`config.mk`:
```
export PLATFORM = sky130hd
export DESIGN_NAME = sphere_sphere_contact
export DESIGN_NICKNAME = d
export VERILOG_FILES = /design/src/rtl/core/ssc_pkg.sv /design/src/rtl/core/ssc_sub_unit.sv /design/src/rtl/core/sphere_sphere_contact.sv
export VERILOG_INCLUDE_DIRS = /design/src /design/src/rtl/core
export SDC_FILE = /design/constraint.sdc
export NUM_CORES = 2
export LEC_CHECK = 0
export BUFFER_PORTS_ARGS = -buffer_cell sky130_fd_sc_hd__buf_2
export CAP_MARGIN = 20
export CORE_MARGIN = 2
export CORE_UTILIZATION = 55
export CTS_CLUSTER_DIAMETER = 200
export DETAILED_ROUTE_END_ITERATION = 8
export GPL_TIMING_DRIVEN = 0
export PLACE_DENSITY_LB_ADDON = 0.12
export SKIP_LAST_GASP = 1
export SYNTH_ARGS = -nofsm -noshare
export SYNTH_HDL_FRONTEND = slang
export SYNTH_SLANG_ARGS = --single-unit
```
`constraint.sdc`:
```
create_clock -name clk -period 32 [get_ports clk]
set_input_delay 1.6 -clock clk [delete_from_list [all_inputs] [get_ports clk]]
set_output_delay 1.6 -clock clk [all_outputs]
set_load 0.01 [all_outputs]
```
`src/rtl/core/sphere_sphere_contact_macros.svh`:
```
// Assertion macros for the sphere contact block.
`ifndef SPHERE_SPHERE_CONTACT_MACROS_SVH
`define SPHERE_SPHERE_CONTACT_MACROS_SVH
`ifndef SYNTHESIS
`define SSC_ASSERT(lbl, prop, msg) \
  lbl: assert property (@(posedge clk) disable iff (rst) prop) else $error(msg);
`define SSC_ASSERT_NEVER(lbl, cond, msg) \
  lbl: assert property (@(posedge clk) disable iff (rst) !(cond)) else $error(msg);
`else
`define SSC_ASSERT(lbl, prop, msg)
`define SSC_ASSERT_NEVER(lbl, cond, msg)
`endif
`endif

```
`src/rtl/core/ssc_pkg.sv`:
```
`default_nettype none
package ssc_pkg;
  localparam int unsigned COORD_W  = 28;
  localparam int unsigned RADIUS_W = 27;
  localparam int unsigned NORM_W   = 18;
  localparam int unsigned ID_W     = 16;
  localparam int unsigned UNIT_W   = 32;
  localparam int unsigned CAP_W    = 9;
  localparam logic [CAP_W-1:0] LIST_LIMIT = 9'd256;
  localparam logic [CAP_W-1:0] CAP_RESET  = 9'd64;

  typedef enum logic [1:0] {
    STATUS_NONE    = 2'd0,
    STATUS_CONTACT = 2'd1,
    STATUS_FULL    = 2'd2,
    STATUS_CLEARED = 2'd3
  } status_t;

  localparam logic CMD_TEST  = 1'b0;
  localparam logic CMD_CLEAR = 1'b1;

  typedef struct packed {
    logic              ge;
    logic [UNIT_W-1:0] diff;
  } ssc_sub_t;
endpackage
`default_nettype wire

```
`src/rtl/core/ssc_sub_unit.sv`:
```
`default_nettype none
// Shared compare-and-subtract step used by both the square root and the divider.
module ssc_sub_unit (
  input  wire logic [ssc_pkg::UNIT_W-1:0] a,
  input  wire logic [ssc_pkg::UNIT_W-1:0] b,
  output ssc_pkg::ssc_sub_t               res
);
  import ssc_pkg::*;
  logic [UNIT_W:0] full;
  assign full     = {1'b0, a} - {1'b0, b};
  assign res.ge   = ~full[UNIT_W];
  assign res.diff = full[UNIT_W-1:0];
endmodule
`default_nettype wire

```
`src/rtl/core/sphere_sphere_contact.sv`:
```
`default_nettype none
// Channel   Handshake                 Direction  Payload
// item      item_valid / item_stall   in         cmd, sphere centers, radii, ids
// result    result_valid / result_stall out      status, point, normal, depth, slot, ids
// config    APB (psel..pready)        in/out     max_contacts at address 0
// A touching pair holds the input while it is accepted, squared and summed on one multiplier,
// put through 29 root steps and 3 x 18 divider steps on the shared compare-subtract unit,
// and loaded into the result. A pair found apart ends at the first divider step. A clear or
// a test on a full list goes straight from the accepting state to the result.
// Reset is synchronous; it empties the list and restores a capacity of 64.
// item_stall is high whenever a word is in work or waits to be loaded into the result.
module sphere_sphere_contact (
  input  wire logic                         clk,
  input  wire logic                         rst,
  input  wire logic                         psel,
  input  wire logic                         penable,
  input  wire logic                         pwrite,
  input  wire logic [2:0]                   paddr,
  input  wire logic [31:0]                  pwdata,
  output logic      [31:0]                  prdata,
  output logic                              pready,
  input  wire logic                         item_valid,
  output logic                              item_stall,
  input  wire logic                         cmd,
  input  wire logic signed [ssc_pkg::COORD_W-1:0]  first_x,
  input  wire logic signed [ssc_pkg::COORD_W-1:0]  first_y,
  input  wire logic signed [ssc_pkg::COORD_W-1:0]  first_z,
  input  wire logic [ssc_pkg::RADIUS_W-1:0]        first_radius,
  input  wire logic signed [ssc_pkg::COORD_W-1:0]  second_x,
  input  wire logic signed [ssc_pkg::COORD_W-1:0]  second_y,
  input  wire logic signed [ssc_pkg::COORD_W-1:0]  second_z,
  input  wire logic [ssc_pkg::RADIUS_W-1:0]        second_radius,
  input  wire logic [ssc_pkg::ID_W-1:0]            first_id,
  input  wire logic [ssc_pkg::ID_W-1:0]            second_id,
  output logic                              result_valid,
  input  wire logic                         result_stall,
  output logic [1:0]                        status,
  output logic signed [ssc_pkg::COORD_W-1:0] point_x,
  output logic signed [ssc_pkg::COORD_W-1:0] point_y,
  output logic signed [ssc_pkg::COORD_W-1:0] point_z,
  output logic signed [ssc_pkg::NORM_W-1:0]  normal_x,
  output logic signed [ssc_pkg::NORM_W-1:0]  normal_y,
  output logic signed [ssc_pkg::NORM_W-1:0]  normal_z,
  output logic [ssc_pkg::COORD_W-1:0]       depth,
  output logic [7:0]                        slot,
  output logic [ssc_pkg::ID_W-1:0]          out_first_id,
  output logic [ssc_pkg::ID_W-1:0]          out_second_id
);
  import ssc_pkg::*;
`include "sphere_sphere_contact_macros.svh"

  typedef enum logic [4:0] {
    ST_IDLE   = 5'b00001,
    ST_SQUARE = 5'b00010,
    ST_ROOT   = 5'b00100,
    ST_DIVIDE = 5'b01000,
    ST_DONE   = 5'b10000
  } state_t;

  state_t state;
  logic [CAP_W-1:0] max_contacts, capacity, used_count;
  logic item_accept, load;
  status_t res_status;

  logic [COORD_W:0]   in_mag [3];
  logic               in_neg [3];
  logic [COORD_W-1:0] in_mid [3];
  logic signed [COORD_W:0] dif [3];
  logic signed [COORD_W:0] sum [3];

  logic [COORD_W:0]   mag [3];
  logic               neg [3];
  logic [COORD_W-1:0] mid [3];
  logic [COORD_W-1:0] rsum;
  logic [ID_W-1:0]    id_a, id_b;
  logic [NORM_W-1:0]  nrm [3];

  logic [4:0]  step;
  logic [1:0]  axis;
  logic [57:0] prod, acc, sq;
  logic [COORD_W:0] mult_in, root;
  logic [UNIT_W-1:0] rem, unit_a, unit_b;
  logic [16:0] low, quot, quot_next;
  ssc_sub_t unit_res;

  assign pready = 1'b1;
  assign prdata = (paddr[2] == 1'b0) ? {23'd0, max_contacts} : 32'd0;
  assign item_stall  = (state != ST_IDLE);
  assign item_accept = item_valid && !item_stall;
  assign load = (state == ST_DONE) && (!result_valid || !result_stall);

  always_comb begin
    for (int k = 0; k < 3; k++) begin
      in_mag[k] = '0;
      in_neg[k] = 1'b0;
      in_mid[k] = '0;
    end
    dif[0] = {first_x[COORD_W-1], first_x} - {second_x[COORD_W-1], second_x};
    dif[1] = {first_y[COORD_W-1], first_y} - {second_y[COORD_W-1], second_y};
    dif[2] = {first_z[COORD_W-1], first_z} - {second_z[COORD_W-1], second_z};
    sum[0] = {first_x[COORD_W-1], first_x} + {second_x[COORD_W-1], second_x};
    sum[1] = {first_y[COORD_W-1], first_y} + {second_y[COORD_W-1], second_y};
    sum[2] = {first_z[COORD_W-1], first_z} + {second_z[COORD_W-1], second_z};
    for (int k = 0; k < 3; k++) begin
      in_neg[k] = dif[k][COORD_W];
      in_mag[k] = dif[k][COORD_W] ? -dif[k] : dif[k];
      // Arithmetic shift gives the floor of the half sum.
      in_mid[k] = sum[k][COORD_W:1];
    end
  end

  always_comb begin
    unique case (step[1:0])
      2'd0:    mult_in = mag[0];
      2'd1:    mult_in = mag[1];
      2'd2:    mult_in = mag[2];
      default: mult_in = '0;
    endcase
  end

  always_comb begin
    if (state == ST_ROOT) begin
      unit_a = {rem[29:0], sq[57:56]};
      unit_b = {1'b0, root, 2'b01};
    end else begin
      unit_a = {rem[30:0], low[16]};
      unit_b = {2'b00, root, 1'b0};
    end
  end

  ssc_sub_unit u_sub (.a(unit_a), .b(unit_b), .res(unit_res));

  assign quot_next = {quot[15:0], unit_res.ge};

  always_ff @(posedge clk) begin
    if (rst) begin
      max_contacts <= CAP_RESET;
    end else if (psel && penable && pwrite && pready && paddr[2] == 1'b0) begin
      max_contacts <= pwdata[CAP_W-1:0];
    end
  end

  always_ff @(posedge clk) begin
    if (rst) begin
      state        <= ST_IDLE;
      used_count   <= '0;
      capacity     <= CAP_RESET;
      result_valid <= 1'b0;
    end else begin
      if (load) begin
        result_valid <= 1'b1;
      end else if (result_valid && !result_stall) begin
        result_valid <= 1'b0;
      end
      unique case (state)
        ST_IDLE: begin
          if (item_accept) begin
            if (cmd == CMD_CLEAR) begin
              used_count <= '0;
              capacity   <= (max_contacts > LIST_LIMIT) ? LIST_LIMIT : max_contacts;
              res_status <= STATUS_CLEARED;
              state      <= ST_DONE;
            end else if (used_count >= capacity) begin
              res_status <= STATUS_FULL;
              state      <= ST_DONE;
            end else begin
              for (int k = 0; k < 3; k++) begin
                mag[k] <= in_mag[k];
                neg[k] <= in_neg[k];
                mid[k] <= in_mid[k];
              end
              rsum  <= {1'b0, first_radius} + {1'b0, second_radius};
              id_a  <= first_id;
              id_b  <= second_id;
              step  <= '0;
              acc   <= '0;
              state <= ST_SQUARE;
            end
          end
        end
        ST_SQUARE: begin
          prod <= 58'(mult_in * mult_in);
          if (step != 5'd0) acc <= acc + prod;
          if (step == 5'd3) begin
            sq    <= acc + prod;
            rem   <= '0;
            root  <= '0;
            step  <= '0;
            state <= ST_ROOT;
          end else begin
            step <= step + 5'd1;
          end
        end
        ST_ROOT: begin
          rem  <= unit_res.ge ? unit_res.diff : unit_a;
          root <= {root[COORD_W-1:0], unit_res.ge};
          sq   <= {sq[55:0], 2'b00};
          if (step == 5'd28) begin
            step  <= '0;
            axis  <= '0;
            state <= ST_DIVIDE;
          end else begin
            step <= step + 5'd1;
          end
        end
        ST_DIVIDE: begin
          if (step == 5'd0) begin
            if (axis == 2'd0 && (root == '0 || root >= {1'b0, rsum})) begin
              res_status <= STATUS_NONE;
              state      <= ST_DONE;
            end else begin
              // Quotient of (mag << 17) + d over 2d; the high part starts the remainder.
              rem  <= UNIT_W'(mag[axis]) + UNIT_W'(root[COORD_W:17]);
              low  <= root[16:0];
              quot <= '0;
              step <= 5'd1;
            end
          end else begin
            rem  <= unit_res.ge ? unit_res.diff : unit_a;
            low  <= {low[15:0], 1'b0};
            quot <= quot_next;
            if (step == 5'd17) begin
              nrm[axis] <= neg[axis] ? -{1'b0, quot_next} : {1'b0, quot_next};
              step      <= '0;
              if (axis == 2'd2) begin
                res_status <= STATUS_CONTACT;
                state      <= ST_DONE;
              end else begin
                axis <= axis + 2'd1;
              end
            end else begin
              step <= step + 5'd1;
            end
          end
        end
        ST_DONE: begin
          if (load) begin
            state <= ST_IDLE;
            if (res_status == STATUS_CONTACT) used_count <= used_count + 9'd1;
          end
        end
        default: state <= ST_IDLE;
      endcase
    end
  end

  always_ff @(posedge clk) begin
    if (load) begin
      status <= res_status;
      if (res_status == STATUS_CONTACT) begin
        point_x       <= mid[0];
        point_y       <= mid[1];
        point_z       <= mid[2];
        normal_x      <= nrm[0];
        normal_y      <= nrm[1];
        normal_z      <= nrm[2];
        depth         <= rsum - root[COORD_W-1:0];
        slot          <= used_count[7:0];
        out_first_id  <= id_a;
        out_second_id <= id_b;
      end else begin
        point_x       <= '0;
        point_y       <= '0;
        point_z       <= '0;
        normal_x      <= '0;
        normal_y      <= '0;
        normal_z      <= '0;
        depth         <= '0;
        slot          <= '0;
        out_first_id  <= '0;
        out_second_id <= '0;
      end
    end
  end

  `SSC_ASSERT_NEVER(a_count_bound, used_count > LIST_LIMIT, "contact count above list limit")
  `SSC_ASSERT(a_contact_depth, result_valid && status == STATUS_CONTACT |-> depth != '0, "contact with zero depth")
  `SSC_ASSERT(a_slot_claim, load && res_status == STATUS_CONTACT |=> used_count == $past(used_count) + 9'd1, "slot not claimed")
  `SSC_ASSERT(a_no_accept_busy, state != ST_IDLE |-> !item_accept, "word taken while busy")
endmodule
`default_nettype wire

```
[Word-level counts from Yosys, hierarchy flattened]
Memories as Yosys holds them, arrays and structs flattened. A register that Yosys moved wholly into a read port is not among the register bits.
Cells that the tools add are included.
Word-level totals
  flip-flop bits (word level): 439
  logic and storage cells: 209
  memories kept: 4
  bits of input ports: 297
  bits in writable memories: 228
Cells by class
  magnitude comparators: 3
  reduce and logical (&&, ||, !) cells: 43
  eq/ne operators: 31
  add/subtract/negate cells: 18
  muxes and demuxes: 80
  multipliers: 1
  bitwise gates (word level): 5
Memory list
  mag: words 3, bits a word 29, read ports 4, clocked after Yosys merged registers in 1, write ports 3, RTL line sphere_sphere_contact.sv:71  | logic [COORD_W:0] mag [3];
  mid: words 3, bits a word 28, read ports 3, clocked after Yosys merged registers in 3, write ports 3, RTL line sphere_sphere_contact.sv:73  | logic [COORD_W-1:0] mid [3];
  nrm: words 3, bits a word 18, read ports 3, clocked after Yosys merged registers in 3, write ports 1, RTL line sphere_sphere_contact.sv:76  | logic [NORM_W-1:0] nrm [3];
  neg: words 3, bits a word 1, read ports 1, clocked after Yosys merged registers in 1, write ports 3, RTL line sphere_sphere_contact.sv:72  | logic neg [3];
Operators with widths (number)
  $mux 58: 5
  $pmux 58 s2: 2
  $mux 31: 5
  $mux 29: 4
  $pmux 31 s3: 1
  $mux 5: 18
  $add 28x28->29: 3
  $neg 29->29: 3
  $pmux 29 s3: 1
  $sub 28x28->29: 3
  $add 58x58->58: 1
  $mul 29x29->58: 1
  $pmux 29 s2: 1
  $mux 9: 6
  $mux 17: 2
  $sub 32x31->33: 1
  $mux 16: 2
  $mux 32: 1
  $add 29x12->30: 1
  $ge 29x28->1: 1
  $logic_not 29->1: 1
  $add 27x27->28: 1
  $sub 28x28->28: 1
  $mux 2: 13
  39 further kinds: 103

[Logic depth before layout (Yosys ltp)]
  depth in word-level cells: 7
  depth in mapped cells: 39
  mapped depth without buffers: 35

[Hierarchy]
A second synthesis with hierarchy kept.
Unflattened totals
  cell total of the unflattened synthesis: 7686
  area total of the unflattened synthesis: 74545.2 µm²
Modules (own cells, without submodules)
  sphere_sphere_contact: cells an instance 7410, instances 1, sequential area each 23852.9 µm², area an instance 72630.9 µm²
  ssc_sub_unit: cells an instance 276, instances 1, sequential area each 0.0 µm², area an instance 1914.3 µm²

[Worst setup path before layout]
Ideal clock, no wire load.
  kind: input to register
  from: in result_stall
  to: reg used_count[5]
  arrival time: 13.209 ns
  stages: 6
  library setup time: 0.126 ns
  path slack: 18.665 ns
  path through: a21oi_1 a32o_1 and4_1 nand3_1 xor2_1 nor2_1
On the way
  cells in the longest elaborated chain, start to end: 5
Ends and longest elaborated chain
  start: declaration: RTL line sphere_sphere_contact.sv:36  | input wire logic result_stall,
  $logic_not 1->1: RTL line sphere_sphere_contact.sv:90  | assign load = (state == ST_DONE) && (!result_valid || !result_stall);
  $logic_or 1x1->1: RTL line sphere_sphere_contact.sv:90
  $logic_and 1x1->1: RTL line sphere_sphere_contact.sv:90
  $ne 2x2->1 (no source line)
  $reduce_and 5->1 (no source line)
  end signal: assignment: RTL line sphere_sphere_contact.sv:239  | if (res_status == STATUS_CONTACT) used_count <= used_count + 9'd1;
  end: declaration: RTL line sphere_sphere_contact.sv:61  | logic [CAP_W-1:0] max_contacts, capacity, used_count;
Every way passes these cells.
A chain may end at the register's enable or synchronous reset.

[Worst setup path in the final report]
  from: reg step[0]
  to: reg prod[56] (data pin)
On the way
  cells in the longest elaborated chain, start to end: 3
  elaborated cells on any way between the ends: 5
  classes of those cells: 1 x mul; 2 x eq/ne; 1 x mux; 1 x reduce/logical
Ends and longest elaborated chain
  start: declaration: RTL line sphere_sphere_contact.sv:78  | logic [4:0] step;
  start signal: assignment: RTL line sphere_sphere_contact.sv:191  | step <= step + 5'd1;
  start signal: assignment: RTL line sphere_sphere_contact.sv:203  | step <= step + 5'd1;
  start signal: assignment: RTL line sphere_sphere_contact.sv:232  | step <= step + 5'd1;
  $eq 2x2->1, or another cell as far along: RTL line sphere_sphere_contact.sv:113  | unique case (step[1:0])
  $pmux 29 s3 (*): RTL line sphere_sphere_contact.sv:113
  $mul 29x29->58 (*): RTL line sphere_sphere_contact.sv:182  | prod <= 58'(mult_in * mult_in);
  end signal: assignment: RTL line sphere_sphere_contact.sv:182
  end: declaration: RTL line sphere_sphere_contact.sv:80  | logic [57:0] prod, acc, sq;
Every way passes the cells marked *; elsewhere a longest branch is shown, timed or not.

==> implementation parameters <==
Parameter                              Value

Power
  Cell-internal power ... roughly 4.5 mW
  Switching power ... 5.08 mW
  Peak ir drop on the vdd network ... 0.408 mV
  Static Leak ... 36.7 nW
  Sw Ratio ... 0.532
  Sequential group share of total power ... 0.156
  Clock network fraction of design power ... 0.109
  Total power ... about 9.6 mW
  Power Density ... 117 nW/µm²
  Combinational share of power ... 0.735

Floorplanning
  Standard-cell rows ... 133
  Floorplan die area ... 136000 µm²
  Vertical die dimension ... 369 µm
  Initial core utilization ... 0.556
  Number of top-level design ports ... 540
  Die span in x ... approximately 370 µm
  Floorplan core area ... 132000 µm²

Setup path
  Required time of the critical path ... 32.46 ns
  Endpoint arrival time on the critical path ... 13.25 ns
  Sort of element at the start of the critical path ... flop
  Crit-path slowest cell ... a222oi_1
  Delay of the slowest cell on the worst path ... ~1.4 ns
  Crit path capture type ... flop
  Cell repeated most along the worst path ... fa_1
  CP max FO ... 10
  Path type of the worst setup path ... flop to flop

Routing
  Routed WL per cell ... between 20 and 25 µm
  Total wire length ... 219 mm
  DRT iter0 DRCs ... around 5100
  Count of antenna-violating nets left after detailed routing ... 0
  DRC violation count after routing ... 0
  Via count ... 56500
  Via count normalized by instance count ... around 5.7
  Detailed-router iteration count before antenna repair ... 9

Yosys
  Async set-or-reset flop fraction in the synthesized netlist ... 0
  Cell count after synthesis ... approximately 7500
  Sequential-to-total area share from yosys stat ... 0.325
  Synthesized area per cell ... between 9 and 10 µm²
  Count of warnings emitted by yosys ... 0
  Netlist Area Pre-Place ... 73300 µm²
  Commonest register cell after synthesis ... edfxtp_1
  Flip-flop and latch count after synthesis ... approximately 810
  Number of enable-type register cells in the synthesized netlist ... ~770
  Distinct cell type count of the synthesized netlist ... 99

Cells and area
  Layout cells sized above 1 ... 0.0923
  Fin cells ... around 10000
  Total Nets Final ... 9709
  Synth-to-layout area growth ... 11.5%
  Leading cell type in the layout, fill and taps excluded ... inv_1
  # fillers ... about 11000
  Commonest cells after routing, fill and taps aside ... inv_1 (1108), edfxtp_1 (771), nor2_1 (664), fa_1 (661), nand2_1 (649)

Global route
  Number of global-route vias before repair ... ~57000
  Maximum number of pins on one net before global-route repair ... 38
  Sum of overflow across all layers after global routing ... 0
  Initial antenna violation count ... 8
  Global-route wire length before repair ... 334 mm
  GRT Util Overall ... 0.322

STA
  Transition at the pin with the smallest max-transition slack ... 1.54 ns
  Aggregate negative setup slack ... 0 ns
  Final Skew ... approximately 0.074 ns
  Fmax ... 78.2 MHz
  Worst-case headroom to the max-slew limit ... -0.0267
  Setup repair after global routing missed its margin ... no
  Final min period ... 12.79 ns
  Count of endpoints failing setup in the final report ... 0
  Max-slew violation total from the final report ... 5
  Final-report hold violation count ... 0
  Part of the cycle the worst path needs ... 0.400

Place
  Total instance count after detailed placement ... 9792
  Routability Congestion ... roughly 1.0
  Hpwl dp ... about 180 mm
  Quantity of I/O buffers inserted on ports ... approximately 500

Clocking
  Buffer type at the clock tree root ... clkbuf_16
  Clock insertion delay at the later pin of the skew report ... between 0.7 and 0.8 ns
  Maximum buffer depth of the clock tree ... 3
  Clock buffers created by TritonCTS ... 90
  Post-cts repair resize count ... 0
  CTS H-tree depth ... 3
  Clock edge transition at the registers on the reported setup and hold paths ... 0.06 ns
  Hold bufs inserted after CTS ... 0
  Number of clock sinks ... 806
  CTS tree ... yes
  Post-CTS setup buffer count ... 0

Flow run
  Maxcap violations ... 0

Status
  Status ... complete, but fails checks
  Violations in the final reports ... max-slew violations

Worst hold path
  Class of the worst hold path ... flop to flop
sequential cells by signal (all words and copies together) (netlist names), 28 cells and up, named ones only:
register  cells
depth        28
mid          84
nrm          54
point_z      28
mag          87
rsum         28
acc          58
prod         57
sq           58
point_y      28
rem          31
point_x      28
root         29
synthesized netlist by cell type (39+ instances only):
master    instances  area (µm²)
ha_1            620        7760
inv_1          1108        4160
and2_1          239        1500
nand4_1          50         313
a21o_1          174        1310
nand3_1          83         415
o21a_1           42         315
xor2_1          158        1380
clkbuf_1        253         950
nor3_1           74         370
nor4_1           40         250
and3_1           39         244
a21oi_1         417        2090
fa_1            661       13200
mux2i_1          43         430
nor2b_1          69         432
edfxtp_1        771       23200
o21bai_1         51         383
nand2_1         649        2440
a211oi_1         42         315
o21ai_0         301        1510
a31oi_1          48         300
xnor2_1         295        2580
nor2_1          667        2500
nand2b_1         70         438
logic make-up after synthesis:
group	Yosys count	share of synthesized area
other	2	0.000102
AOI/OAI and AO/OA	1369	0.119
and+or+nand+nor	2106	0.134
xor gates and xnor gates	453	0.0541
muxes	44	0.00602
DFF	806	0.325
adders and majority gates	1281	0.286
buffers and inverters	1428	0.0746
area by class of cell:
class	count	area (µm²)	area share
multi-input cells	5277	44100	0.540
flip-flops and latches	806	23900	0.292
inverters	1119	4200	0.0514
clock buffers	108	2320	0.0284
repair buffers	528	3100	0.0379
well taps	1755	2200	0.0269
diodes	4	10.0	0.000122
clock inverters	57	627	0.00767
plain buffers	309	1270	0.0156
per-stage QoR:
| step | utilization | hold slack, ns | setup WS [ns] | area (µm²) |
|---|---|---|---|---|
| 2_1_floorplan | - | 0.436 | 18.66 | 73400 |
| 3_3_place_gp | 0.591 | 0.452 | 13.26 | 78100 |
| 3_5_place_dp | 0.597 | 0.455 | 19.68 | 78700 |
| 4_1_cts | 0.619 | 0.468 | 19.64 | 81700 |
| 5_1_grt | 0.619 | 0.492 | 19.08 | 81700 |
| 6_report | 0.619 | 0.471 | 19.21 | 81700 |
metal layers:
metal | up-vias | part of all wire | track usage | wire length, µm
met2 | 2271 | 0.44 | 0.502 | 97300
met1 | 27500 | 0.43 | 0.449 | 94100
met3 | 390 | 0.088 | 0.0690 | 19300
met4 | 2 | 0.037 | 0.108 | 8010
met5 | - | 0.00028 | 0.00321 | 61
li1 | 26300 | - | - | -
power by group through the flow:
stage	logic (mW)	clock network [mW]	registers [mW]
global placement	6.73	0	1.53
finish	7.02	1.04	1.49
floorplan	4.36	0	1.51
detailed placement	6.79	0	1.51
CTS	6.87	1.06	1.49
global route	7.69	1.10	1.50
critical path, delay by kind of cell (launching register included):
family                   cells  cell delay (ns)
XOR/XNOR                     1             0.17
AO/OA/AOI/OAI                7             3.25
flip-flops                   1             0.52
AND/OR/NAND/NOR              6             1.51
buffers and inverters        9             2.39
adder cells (fa/ha/maj)     10             4.66
final timing paths:
path,slack [ns],cells after the start,end,start
worst max register to register,19.21,33,prod[56],step[0]
worst min register to register,0.47,2,max_contacts[2],max_contacts[2]
worst max-delay path,19.21,33,prod[56],step[0]
worst min-delay path,0.47,2,max_contacts[2],max_contacts[2]
(Power assumes the default switching activity.)
